--- src/rtl/cmo_pkg.sv ---
`timescale 1ns / 1ps
`default_nettype none

package cmo_pkg;

    // Sizes of the oscillator bank and the cadence
    localparam int OSC_COUNT  = 4;
    localparam int OSC_W      = 2;
    localparam int SEG_COUNT  = 8;
    localparam int SEG_W      = 3;
    localparam int MAX_BLOCK  = 64;
    localparam int LEN_W      = 7;
    localparam int SMP_W      = 16;
    localparam int CFG_IDX_W  = 3;
    localparam int CFG_DATA_W = 64;

    // Register indexes of the configuration port
    localparam logic [CFG_IDX_W-1:0] REG_SEG_LOW   = 3'd0;
    localparam logic [CFG_IDX_W-1:0] REG_SEG_HIGH  = 3'd1;
    localparam logic [CFG_IDX_W-1:0] REG_COEFS     = 3'd2;
    localparam logic [CFG_IDX_W-1:0] REG_LEVELS    = 3'd3;
    localparam logic [CFG_IDX_W-1:0] REG_REPEATS   = 3'd4;
    localparam logic [CFG_IDX_W-1:0] REG_TONES     = 3'd5;

    // Request kinds
    localparam logic KIND_START    = 1'b0;
    localparam logic KIND_GENERATE = 1'b1;

    // Markers and limits
    localparam logic [15:0] ENDLESS  = 16'hFFFF;
    localparam logic [3:0]  BASE_MAX = 4'hF;

    // Issue of one oscillator slot to the resonator unit
    typedef struct packed {
        logic             valid;
        logic             act;
        logic [OSC_W-1:0] k;
    } cmo_issue_t;

    // Finished resonator step
    typedef struct packed {
        logic             valid;
        logic             act;
        logic [SMP_W-1:0] value;
    } cmo_result_t;

endpackage

`default_nettype wire

--- src/rtl/cmo_in_if.sv ---
`timescale 1ns / 1ps
`default_nettype none

interface cmo_in_if;
    import cmo_pkg::*;

    logic             valid;
    logic             ready;
    logic             kind;
    logic [LEN_W-1:0] block_len;

    modport source (output valid, output kind, output block_len, input ready);
    modport sink (input valid, input kind, input block_len, output ready);
endinterface

`default_nettype wire

--- src/rtl/cmo_out_if.sv ---
`timescale 1ns / 1ps
`default_nettype none

interface cmo_out_if;
    import cmo_pkg::*;

    logic                    valid;
    logic                    ready;
    logic signed [SMP_W-1:0] sample;
    logic                    last;
    logic                    finished;

    modport source (output valid, output sample, output last, output finished, input ready);
    modport sink (input valid, input sample, input last, input finished, output ready);
endinterface

`default_nettype wire

--- src/rtl/cmo_resonator.sv ---
`timescale 1ns / 1ps
`default_nettype none

module cmo_resonator (
    input  logic                                clk,
    input  logic                                rst_n,
    input  logic                                load,
    input  logic [cmo_pkg::CFG_DATA_W-1:0]      start_levels,
    input  logic [cmo_pkg::CFG_DATA_W-1:0]      coefs,
    input  cmo_pkg::cmo_issue_t                 issue,
    output cmo_pkg::cmo_result_t                result
);
    import cmo_pkg::*;

    localparam logic signed [33:0] SAT_POS = 34'sd2147483647;
    localparam logic signed [33:0] SAT_NEG = -34'sd2147483647;

    logic [SMP_W-1:0]        y1_reg [OSC_COUNT];
    logic [SMP_W-1:0]        y2_reg [OSC_COUNT];
    logic signed [31:0]      prod_reg;
    cmo_issue_t              p_reg;

    logic signed [SMP_W-1:0] y1_s;
    logic signed [SMP_W-1:0] coef_s;
    logic [SMP_W-1:0]        y2_p;
    logic signed [33:0]      acc;
    logic signed [33:0]      acc_sat;
    logic [SMP_W-1:0]        q;

    // Stage one: one shared multiply of y1 by the coefficient
    assign y1_s   = $signed(y1_reg[issue.k]);
    assign coef_s = $signed(coefs[16*issue.k +: 16]);

    always_ff @(posedge clk or negedge rst_n)
    begin
        if (!rst_n)
        begin
            p_reg <= '0;
        end
        else
        begin
            p_reg <= issue;
        end
    end

    always_ff @(posedge clk)
    begin
        prod_reg <= y1_s * coef_s;
    end

    // Stage two: double, subtract y2 scaled up, clamp and drop 15 bits
    assign y2_p = y2_reg[p_reg.k];

    always_comb
    begin
        acc = $signed({prod_reg[31], prod_reg, 1'b0})
            - $signed({{3{y2_p[15]}}, y2_p, 15'b0});
        if (acc > SAT_POS)
        begin
            acc_sat = SAT_POS;
        end
        else if (acc < SAT_NEG)
        begin
            acc_sat = SAT_NEG;
        end
        else
        begin
            acc_sat = acc;
        end
        q = acc_sat[30:15];
    end

    // Shift the history of the stepped oscillator, or reload on start
    always_ff @(posedge clk or negedge rst_n)
    begin
        if (!rst_n)
        begin
            for (int i = 0; i < OSC_COUNT; i++)
            begin
                y1_reg[i] <= '0;
                y2_reg[i] <= '0;
            end
        end
        else if (load)
        begin
            for (int i = 0; i < OSC_COUNT; i++)
            begin
                y1_reg[i] <= '0;
                y2_reg[i] <= start_levels[16*i +: 16];
            end
        end
        else if (p_reg.valid && p_reg.act)
        begin
            y2_reg[p_reg.k] <= y1_reg[p_reg.k];
            y1_reg[p_reg.k] <= q;
        end
    end

    assign result.valid = p_reg.valid;
    assign result.act   = p_reg.act;
    assign result.value = q;

endmodule

`default_nettype wire

--- src/rtl/cadenced_multitone_oscillator.sv ---
`timescale 1ns / 1ps
`default_nettype none

// Start words give no output and leave the request port ready, since the sequencer stays idle.
// A generate word may first advance the cadence, then passes a setup state, then for each
// sample issues four slots through the single shared multiplier and folds the last step on emit.
// Output stalls hold the sequencer in its emit state and so lengthen the block.
// Reset is asynchronous and active low: control and history registers clear, the tone is
// finished until a start.

module cadenced_multitone_oscillator (
    input  logic                              clk,
    input  logic                              rst_n,
    input  logic                              cfg_we,
    input  logic [cmo_pkg::CFG_IDX_W-1:0]     cfg_index,
    input  logic [cmo_pkg::CFG_DATA_W-1:0]    cfg_data,
    cmo_in_if.sink                            request,
    cmo_out_if.source                         tone
);
    import cmo_pkg::*;

    localparam logic [2:0] S_IDLE  = 3'd0;
    localparam logic [2:0] S_ADV   = 3'd1;
    localparam logic [2:0] S_SETUP = 3'd2;
    localparam logic [2:0] S_RUN   = 3'd3;
    localparam logic [2:0] S_EMIT  = 3'd4;

    // Configuration registers
    logic [63:0] seg_low_reg;
    logic [63:0] seg_high_reg;
    logic [63:0] coefs_reg;
    logic [63:0] levels_reg;
    logic [15:0] repeat_total_reg;
    logic [15:0] tones_reg;

    // Sequencer and cadence state
    logic [2:0]           state_reg, state_next;
    logic [SEG_W-1:0]     seg_reg, seg_next;
    logic [15:0]          sl_reg, sl_next;
    logic [3:0]           base_reg, base_next;
    logic [15:0]          rep_reg, rep_next;
    logic                 done_reg, done_next;
    logic [LEN_W-1:0]     len_reg, len_next;
    logic [OSC_COUNT-1:0] mask_reg, mask_next;
    logic [OSC_W-1:0]     k_reg, k_next;
    logic [5:0]           j_reg, j_next;
    logic [SMP_W-1:0]     sum_reg, sum_next;

    // Output word
    logic             out_valid_reg, out_valid_next;
    logic [SMP_W-1:0] out_sample_reg, out_sample_next;
    logic             out_last_reg, out_last_next;
    logic             out_fin_reg, out_fin_next;

    logic             accept;
    logic             load;
    logic             emit;
    logic             out_free;
    logic [SEG_W-1:0] seg_adv;
    logic [15:0]      dur_adv;
    logic [3:0]       num;
    logic [4:0]       base_end;
    logic [4:0]       base_sum;
    logic [15:0]      sl_dec;
    logic [SMP_W-1:0] sum_after;
    logic [LEN_W-1:0] len_clip;
    cmo_issue_t       issue;
    cmo_result_t      res;

    function automatic logic [15:0] dur_of(input logic [SEG_W-1:0] s,
                                           input logic [63:0] low,
                                           input logic [63:0] high);
        logic [63:0] word;
        word = s[2] ? high : low;
        return word[16*s[1:0] +: 16];
    endfunction

    // Take configuration writes
    always_ff @(posedge clk or negedge rst_n)
    begin
        if (!rst_n)
        begin
            seg_low_reg      <= '0;
            seg_high_reg     <= '0;
            coefs_reg        <= '0;
            levels_reg       <= '0;
            repeat_total_reg <= '0;
            tones_reg        <= '0;
        end
        else if (cfg_we)
        begin
            unique case (cfg_index)
                REG_SEG_LOW:  seg_low_reg      <= cfg_data;
                REG_SEG_HIGH: seg_high_reg     <= cfg_data;
                REG_COEFS:    coefs_reg        <= cfg_data;
                REG_LEVELS:   levels_reg       <= cfg_data;
                REG_REPEATS:  repeat_total_reg <= cfg_data[15:0];
                REG_TONES:    tones_reg        <= cfg_data[15:0];
                default:      ;
            endcase
        end
    end

    // Shared resonator unit
    cmo_resonator u_resonator (
        .clk          (clk),
        .rst_n        (rst_n),
        .load         (load),
        .start_levels (levels_reg),
        .coefs        (coefs_reg),
        .issue        (issue),
        .result       (res)
    );

    assign request.ready = (state_reg == S_IDLE);
    assign accept        = request.valid && request.ready;
    assign load          = accept && (request.kind == KIND_START);
    assign out_free      = !out_valid_reg || tone.ready;

    // Clamp the block length
    assign len_clip = (request.block_len > LEN_W'(MAX_BLOCK)) ? LEN_W'(MAX_BLOCK)
                                                              : request.block_len;

    // Next segment of the cadence
    assign seg_adv = (seg_reg == SEG_W'(SEG_COUNT - 1)) ? '0 : seg_reg + 1'b1;
    assign dur_adv = dur_of(seg_adv, seg_low_reg, seg_high_reg);

    // Oscillator span of the current segment
    assign num      = tones_reg[4*seg_reg[2:1] +: 4];
    assign base_end = {1'b0, base_reg} + {1'b0, num};
    assign base_sum = base_end;
    assign sl_dec   = ({9'b0, len_reg} < sl_reg) ? sl_reg - {9'b0, len_reg} : '0;

    // Fold in the finished step of an active oscillator
    assign sum_after = (res.valid && res.act) ? sum_reg + res.value : sum_reg;

    assign issue.valid = (state_reg == S_RUN);
    assign issue.act   = mask_reg[k_reg];
    assign issue.k     = k_reg;

    assign emit = (state_reg == S_EMIT) && out_free;

    always_comb
    begin
        state_next = state_reg;
        seg_next   = seg_reg;
        sl_next    = sl_reg;
        base_next  = base_reg;
        rep_next   = rep_reg;
        done_next  = done_reg;
        len_next   = len_reg;
        mask_next  = mask_reg;
        k_next     = k_reg;
        j_next     = j_reg;
        sum_next   = sum_reg;

        unique case (state_reg)
            S_IDLE:
            begin
                if (accept)
                begin
                    if (request.kind == KIND_START)
                    begin
                        seg_next  = '0;
                        base_next = '0;
                        rep_next  = repeat_total_reg;
                        sl_next   = seg_low_reg[15:0];
                        done_next = 1'b0;
                    end
                    else if (len_clip != '0)
                    begin
                        len_next = len_clip;
                        if (!done_reg && (sl_reg == '0))
                        begin
                            state_next = S_ADV;
                        end
                        else
                        begin
                            state_next = S_SETUP;
                        end
                    end
                end
            end

            // Step one segment a cycle, skipping empty ones but never segment 0
            S_ADV:
            begin
                seg_next = seg_adv;
                if ((seg_adv == '0) || (dur_adv != '0))
                begin
                    sl_next    = dur_adv;
                    state_next = S_SETUP;
                    if (seg_adv == '0)
                    begin
                        base_next = '0;
                        if (rep_reg != ENDLESS)
                        begin
                            if (rep_reg == '0)
                            begin
                                done_next = 1'b1;
                            end
                            else
                            begin
                                rep_next = rep_reg - 1'b1;
                            end
                        end
                    end
                end
            end

            // Latch the sounding oscillators, then account for the whole block
            S_SETUP:
            begin
                for (int i = 0; i < OSC_COUNT; i++)
                begin
                    mask_next[i] = !done_reg && !seg_reg[0]
                                 && (5'(i) >= {1'b0, base_reg}) && (5'(i) < base_end);
                end
                if (!done_reg && (sl_reg != ENDLESS))
                begin
                    sl_next = sl_dec;
                    if ((sl_dec == '0) && !seg_reg[0])
                    begin
                        base_next = (base_sum > {1'b0, BASE_MAX}) ? BASE_MAX : base_sum[3:0];
                    end
                end
                k_next     = '0;
                j_next     = '0;
                sum_next   = '0;
                state_next = S_RUN;
            end

            S_RUN:
            begin
                sum_next = sum_after;
                k_next   = k_reg + 1'b1;
                if (k_reg == OSC_W'(OSC_COUNT - 1))
                begin
                    state_next = S_EMIT;
                end
            end

            S_EMIT:
            begin
                sum_next = sum_after;
                if (out_free)
                begin
                    sum_next = '0;
                    k_next   = '0;
                    j_next   = j_reg + 1'b1;
                    if ({1'b0, j_reg} == len_reg - 1'b1)
                    begin
                        state_next = S_IDLE;
                    end
                    else
                    begin
                        state_next = S_RUN;
                    end
                end
            end

            default:
            begin
                state_next = S_IDLE;
            end
        endcase
    end

    // Load the output word when its slot is free
    always_comb
    begin
        out_valid_next  = out_valid_reg;
        out_sample_next = out_sample_reg;
        out_last_next   = out_last_reg;
        out_fin_next    = out_fin_reg;
        if (emit)
        begin
            out_valid_next  = 1'b1;
            out_sample_next = sum_after;
            out_last_next   = ({1'b0, j_reg} == len_reg - 1'b1);
            out_fin_next    = done_reg;
        end
        else if (tone.ready)
        begin
            out_valid_next = 1'b0;
        end
    end

    always_ff @(posedge clk or negedge rst_n)
    begin
        if (!rst_n)
        begin
            state_reg     <= S_IDLE;
            seg_reg       <= '0;
            sl_reg        <= '0;
            base_reg      <= '0;
            rep_reg       <= '0;
            done_reg      <= 1'b1;
            len_reg       <= '0;
            mask_reg      <= '0;
            k_reg         <= '0;
            j_reg         <= '0;
            sum_reg       <= '0;
            out_valid_reg <= 1'b0;
        end
        else
        begin
            state_reg     <= state_next;
            seg_reg       <= seg_next;
            sl_reg        <= sl_next;
            base_reg      <= base_next;
            rep_reg       <= rep_next;
            done_reg      <= done_next;
            len_reg       <= len_next;
            mask_reg      <= mask_next;
            k_reg         <= k_next;
            j_reg         <= j_next;
            sum_reg       <= sum_next;
            out_valid_reg <= out_valid_next;
        end
    end

    always_ff @(posedge clk)
    begin
        out_sample_reg <= out_sample_next;
        out_last_reg   <= out_last_next;
        out_fin_reg    <= out_fin_next;
    end

    assign tone.valid    = out_valid_reg;
    assign tone.sample   = $signed(out_sample_reg);
    assign tone.last     = out_last_reg;
    assign tone.finished = out_fin_reg;

`ifndef SYNTHESIS
    a_fin_silent: assert property (@(posedge clk) disable iff (!rst_n)
        tone.valid && tone.finished |-> tone.sample == '0)
        else $error("finished word carries a non-zero sample");

    a_adv_live: assert property (@(posedge clk) disable iff (!rst_n)
        state_reg == S_ADV |-> !done_reg)
        else $error("cadence advance while tone is finished");

    a_gen_busy: assert property (@(posedge clk) disable iff (!rst_n)
        accept && request.kind == KIND_GENERATE && request.block_len != '0
        |=> !request.ready)
        else $error("generate word did not occupy the sequencer");

    a_res_in_block: assert property (@(posedge clk) disable iff (!rst_n)
        res.valid |-> state_reg == S_RUN || state_reg == S_EMIT)
        else $error("resonator step outside a sample");
`endif

endmodule

`default_nettype wire
--- src/flat_wrapper.sv ---
// flat-port wrapper written by rule: the top's interface ports become plain ports
module cadenced_multitone_oscillator_flat import cmo_pkg::*;
  (clk, rst_n, cfg_we, cfg_index, cfg_data, request_valid, request_kind, request_block_len, request_ready, tone_valid, tone_sample, tone_last, tone_finished, tone_ready);
  cmo_in_if request_i ();
  cmo_out_if tone_i ();
  input  logic clk;
  input  logic rst_n;
  input  logic cfg_we;
  input  logic [cmo_pkg::CFG_IDX_W-1:0] cfg_index;
  input  logic [cmo_pkg::CFG_DATA_W-1:0] cfg_data;
  input wire logic [$bits(request_i.valid)-1:0] request_valid;
  input wire logic [$bits(request_i.kind)-1:0] request_kind;
  input wire logic [$bits(request_i.block_len)-1:0] request_block_len;
  output wire logic [$bits(request_i.ready)-1:0] request_ready;
  output wire logic [$bits(tone_i.valid)-1:0] tone_valid;
  output wire logic [$bits(tone_i.sample)-1:0] tone_sample;
  output wire logic [$bits(tone_i.last)-1:0] tone_last;
  output wire logic [$bits(tone_i.finished)-1:0] tone_finished;
  input wire logic [$bits(tone_i.ready)-1:0] tone_ready;
  assign request_i.valid = request_valid;
  assign request_i.kind = request_kind;
  assign request_i.block_len = request_block_len;
  assign request_ready = request_i.ready;
  assign tone_valid = tone_i.valid;
  assign tone_sample = tone_i.sample;
  assign tone_last = tone_i.last;
  assign tone_finished = tone_i.finished;
  assign tone_i.ready = tone_ready;
  cadenced_multitone_oscillator u_core (.clk(clk), .rst_n(rst_n), .cfg_we(cfg_we), .cfg_index(cfg_index), .cfg_data(cfg_data), .request(request_i), .tone(tone_i));
endmodule
--- config.mk ---
export PLATFORM = sky130hd
export DESIGN_NAME = cadenced_multitone_oscillator_flat
export DESIGN_NICKNAME = d
export VERILOG_FILES = /design/src/rtl/cmo_pkg.sv /design/src/rtl/cmo_in_if.sv /design/src/rtl/cmo_out_if.sv /design/src/rtl/cmo_resonator.sv /design/src/rtl/cadenced_multitone_oscillator.sv /design/src/flat_wrapper.sv
export SDC_FILE = /design/constraint.sdc
export NUM_CORES = 2
export LEC_CHECK = 0
export BUFFER_PORTS_ARGS = -buffer_cell sky130_fd_sc_hd__buf_2
export CAP_MARGIN = 5
export CORE_MARGIN = 1.5
export CORE_UTILIZATION = 35
export CTS_BUF_LIST = sky130_fd_sc_hd__clkbuf_8
export CTS_CLUSTER_SIZE = 24
export DETAILED_ROUTE_END_ITERATION = 8
export GPL_ROUTABILITY_DRIVEN = 0
export PLACE_DENSITY = 0.58
export SYNTH_ARGS = -nofsm -noshare
export SYNTH_HDL_FRONTEND = slang
export SYNTH_SLANG_ARGS = --single-unit
--- constraint.sdc ---
create_clock -name clk -period 8.4 [get_ports clk]
set_input_delay 0.84 -clock clk [delete_from_list [all_inputs] [get_ports clk]]
set_output_delay 0.84 -clock clk [all_outputs]
set_load 0.03 [all_outputs]
==> impl_metrics.env <==
export IMPL_criticalPathCategory="register to register"
export IMPL_drtPass1Iterations=6
export IMPL_postLayoutCellArea_mm2=0.0402
export IMPL_hold_violations=0
export IMPL_detailed_place_hpwl_mm=80.1
export IMPL_initial_standard_cell_utilization_of_the_core_pct=35.4
export IMPL_synth_cells=3390
export IMPL_run_status="completed"
export IMPL_top_library_cells_by_usage_in_the_layout_fill_and_taps_aside="dfrtp_1 (496), nand2_1 (377), inv_1 (361), mux2_2 (309), fa_1 (266)"
export IMPL_timing_final_max_slew_violations=0
export IMPL_insertion_delay_ps=730
export IMPL_grt_overflow=0
export IMPL_clock_skew_final_ps=42.7
export IMPL_number_of_h_tree_levels=3
export IMPL_grt_total_usage_pct=20.4
export IMPL_post_cts_hold_buffer_count=0
export IMPL_numClockSinks=549
export IMPL_crit_top_cell="fa_1"
export IMPL_worst_setup_hold_path_clk_slew_ps=60
export IMPL_min_cycle_time_layout_ps=7590
export IMPL_timing_slew_headroom_pct=17.4
export IMPL_synthToLayoutAreaGrowth_pct=11.2
export IMPL_design_final_nets=3958
export IMPL_std_cell_rows=117
export IMPL_seq_area_frac_synth_pct=37.8
export IMPL_die_width_um=324
export IMPL_cp_slowest_stage_delay_ps=630
export IMPL_ys_seq_elements=549
export IMPL_rsz0062_at_grt="no"
export IMPL_synth_fp_nets=3874
export IMPL_grt_pass1_wl_mm=165
export IMPL_drc=0
export IMPL_clk_root_buffer_cell="clkbuf_8"
export IMPL_worst_endpoint_required_ps=9050
export IMPL_min_period_over_period_pct=90.4
export IMPL_synthesis_area_mm2=0.0361
export IMPL_detailed_place_area_mm2=0.0382
export IMPL_grt_pass1_vias=26469
export IMPL_dieHeight_um=324
export IMPL_die_area_mm2=0.105
export IMPL_final_setup_tns_ps=0
export IMPL_synth_edf_count=18
export IMPL_max_cap_violations=0
export IMPL_postCtsSetupRepairBufs=0
export IMPL_final_layout_size_suffix_gt1_share_pct=20.0
export IMPL_antenna_found_initial=5
export IMPL_max_clock_path_buffers=3
export IMPL_report_final_setup_viol=0
export IMPL_timing_critical_path_from_type="register"
export IMPL_vias_per_cell=5.32
export IMPL_syn_area_per_cell_um2=10.7
export IMPL_postSynth_topFlopCell="dfrtp_1"
export IMPL_layout_commonest_cell="dfrtp_1"
export IMPL_postRouteAntennaNets=0
export IMPL_finalNonFillerCells=4918
export IMPL_timing_critical_path_arrival_ps=8250
export IMPL_fmaxAchievable_mhz=132
export IMPL_slowest_stage="dfrtp_2"
export IMPL_tritoncts="built"
export IMPL_tritoncts_num_buffers=94
export IMPL_asr_flop_ratio_synth_pct=90.9
export IMPL_routed_wire_length_per_instance_um=21.8
export IMPL_maximum_number_of_pins_on_one_net_before_global_route_repair=161
export IMPL_yosysWarnings=0
export IMPL_worst_pin_slew_ps=1240
export IMPL_detailroute_via_count=26151
export IMPL_io_buffers=99
export IMPL_hold_path_class="input port to async pin"
export IMPL_drtIter0Drc=1993
export IMPL_core_area_mm2=0.102
export IMPL_crit_path_max_fanout=30
export IMPL_distinct_cells_synth=68
export IMPL_wl_mm=107
export IMPL_worst_setup_path_end_kind="register"
export IMPL_pin_count=100
export IMPL_placed_cells_incl_taps=4746
export IMPL_cts_repair_resized=0
[layer usage]
metal	GRT usage, %	routed length (um)	share of wire (%)	vias to the layer above
li1	-	-	-	11729
met1	28.7	48400	45	13479
met2	32.0	49400	46	782
met3	3.50	6730	6.3	155
met4	6.22	2770	2.6	6
met5	0	41	0.038	-
[cell usage after synthesis (24+ instances only)]
cell type / number / area, um2
a21oi_1: 137 / 686
a31oi_1: 75 / 469
clkbuf_1: 146 / 548
dfrtp_1: 498 / 12500
dfxtp_1: 32 / 641
fa_1: 266 / 5330
ha_1: 138 / 1730
inv_1: 323 / 1210
mux2_2: 309 / 3480
mux2i_1: 37 / 370
mux4_2: 69 / 1550
nand2_1: 378 / 1420
nand2b_1: 48 / 300
nand3_1: 27 / 135
nand4_1: 24 / 150
nor2_1: 253 / 950
nor2b_1: 43 / 269
nor3_1: 40 / 200
o21a_1: 26 / 195
o21ai_0: 141 / 706
xnor2_1: 55 / 482
[final cells by class]
type                            instances  area, um2
Inverter                              331       1240
Multi-Input combinational cell       2343      20700
Timing Repair Buffer                  155        961
Sequential cell                       549      13700
Tap cell                             1368       1710
Antenna cell                            4       10.0
Clock inverter                         55        360
Clock buffer                          113       1560
Fill cell                           10017      61900
[worst max-delay path, delay by kind of cell, from the launching register on]
| kind | cells | cell delay [ps] |
|---|---|---|
| flip-flops | 1 | 630 |
| buffers and inverters | 5 | 720 |
| AND/OR/NAND/NOR | 2 | 250 |
| multiplexers | 1 | 590 |
| XOR/XNOR | 1 | 130 |
| AO/OA/AOI/OAI | 10 | 1900 |
| adder cells (fa/ha/maj) | 7 | 3260 |
[logic make-up after synthesis]
logic type | synth area share (%)
flip-flops | 37.8
XOR/XNOR | 1.84
buffers and inverters | 5.20
AO/OA/AOI/OAI | 9.52
AND/OR/NAND/NOR | 11.1
adder cells (fa/ha/maj) | 19.5
multiplexers | 15.0
[stage by stage]
| stage | utilization (%) | hold WS [ps] | worst slack, ps |
|---|---|---|---|
| after floorplan | - | 376 | 725 |
| after global placement | 37.5 | 470 | 929 |
| after detailed placement | 37.5 | 468 | 909 |
| after global routing | 39.4 | 196 | 513 |
| final | 39.4 | 165 | 806 |
| after CTS | 39.4 | 146 | 879 |
[final timing paths]
| kind | from | endpoint | slack, ps | depth (start not counted) |
|---|---|---|---|---|
| max reg2reg | u_core.k_reg[1] | u_core.u_resonator.prod_reg[30] | 810 | 26 |
| min | rst_n | u_core.repeat_total_reg[2] | 170 | 1 |
| min in group clk | request_block_len[4] | u_core.len_reg[4] | 410 | 3 |
| max in group asynchronous | rst_n | u_core.levels_reg[30] | 6770 | 2 |
| min reg2reg | u_core.mask_reg[0] | u_core.mask_reg[0] | 480 | 2 |
| max | u_core.k_reg[1] | u_core.u_resonator.prod_reg[30] | 810 | 26 |
Power is left out: the tool's default activity adds up to more than one toggle a clock period on the data nets, which glitch-free logic cannot reach.
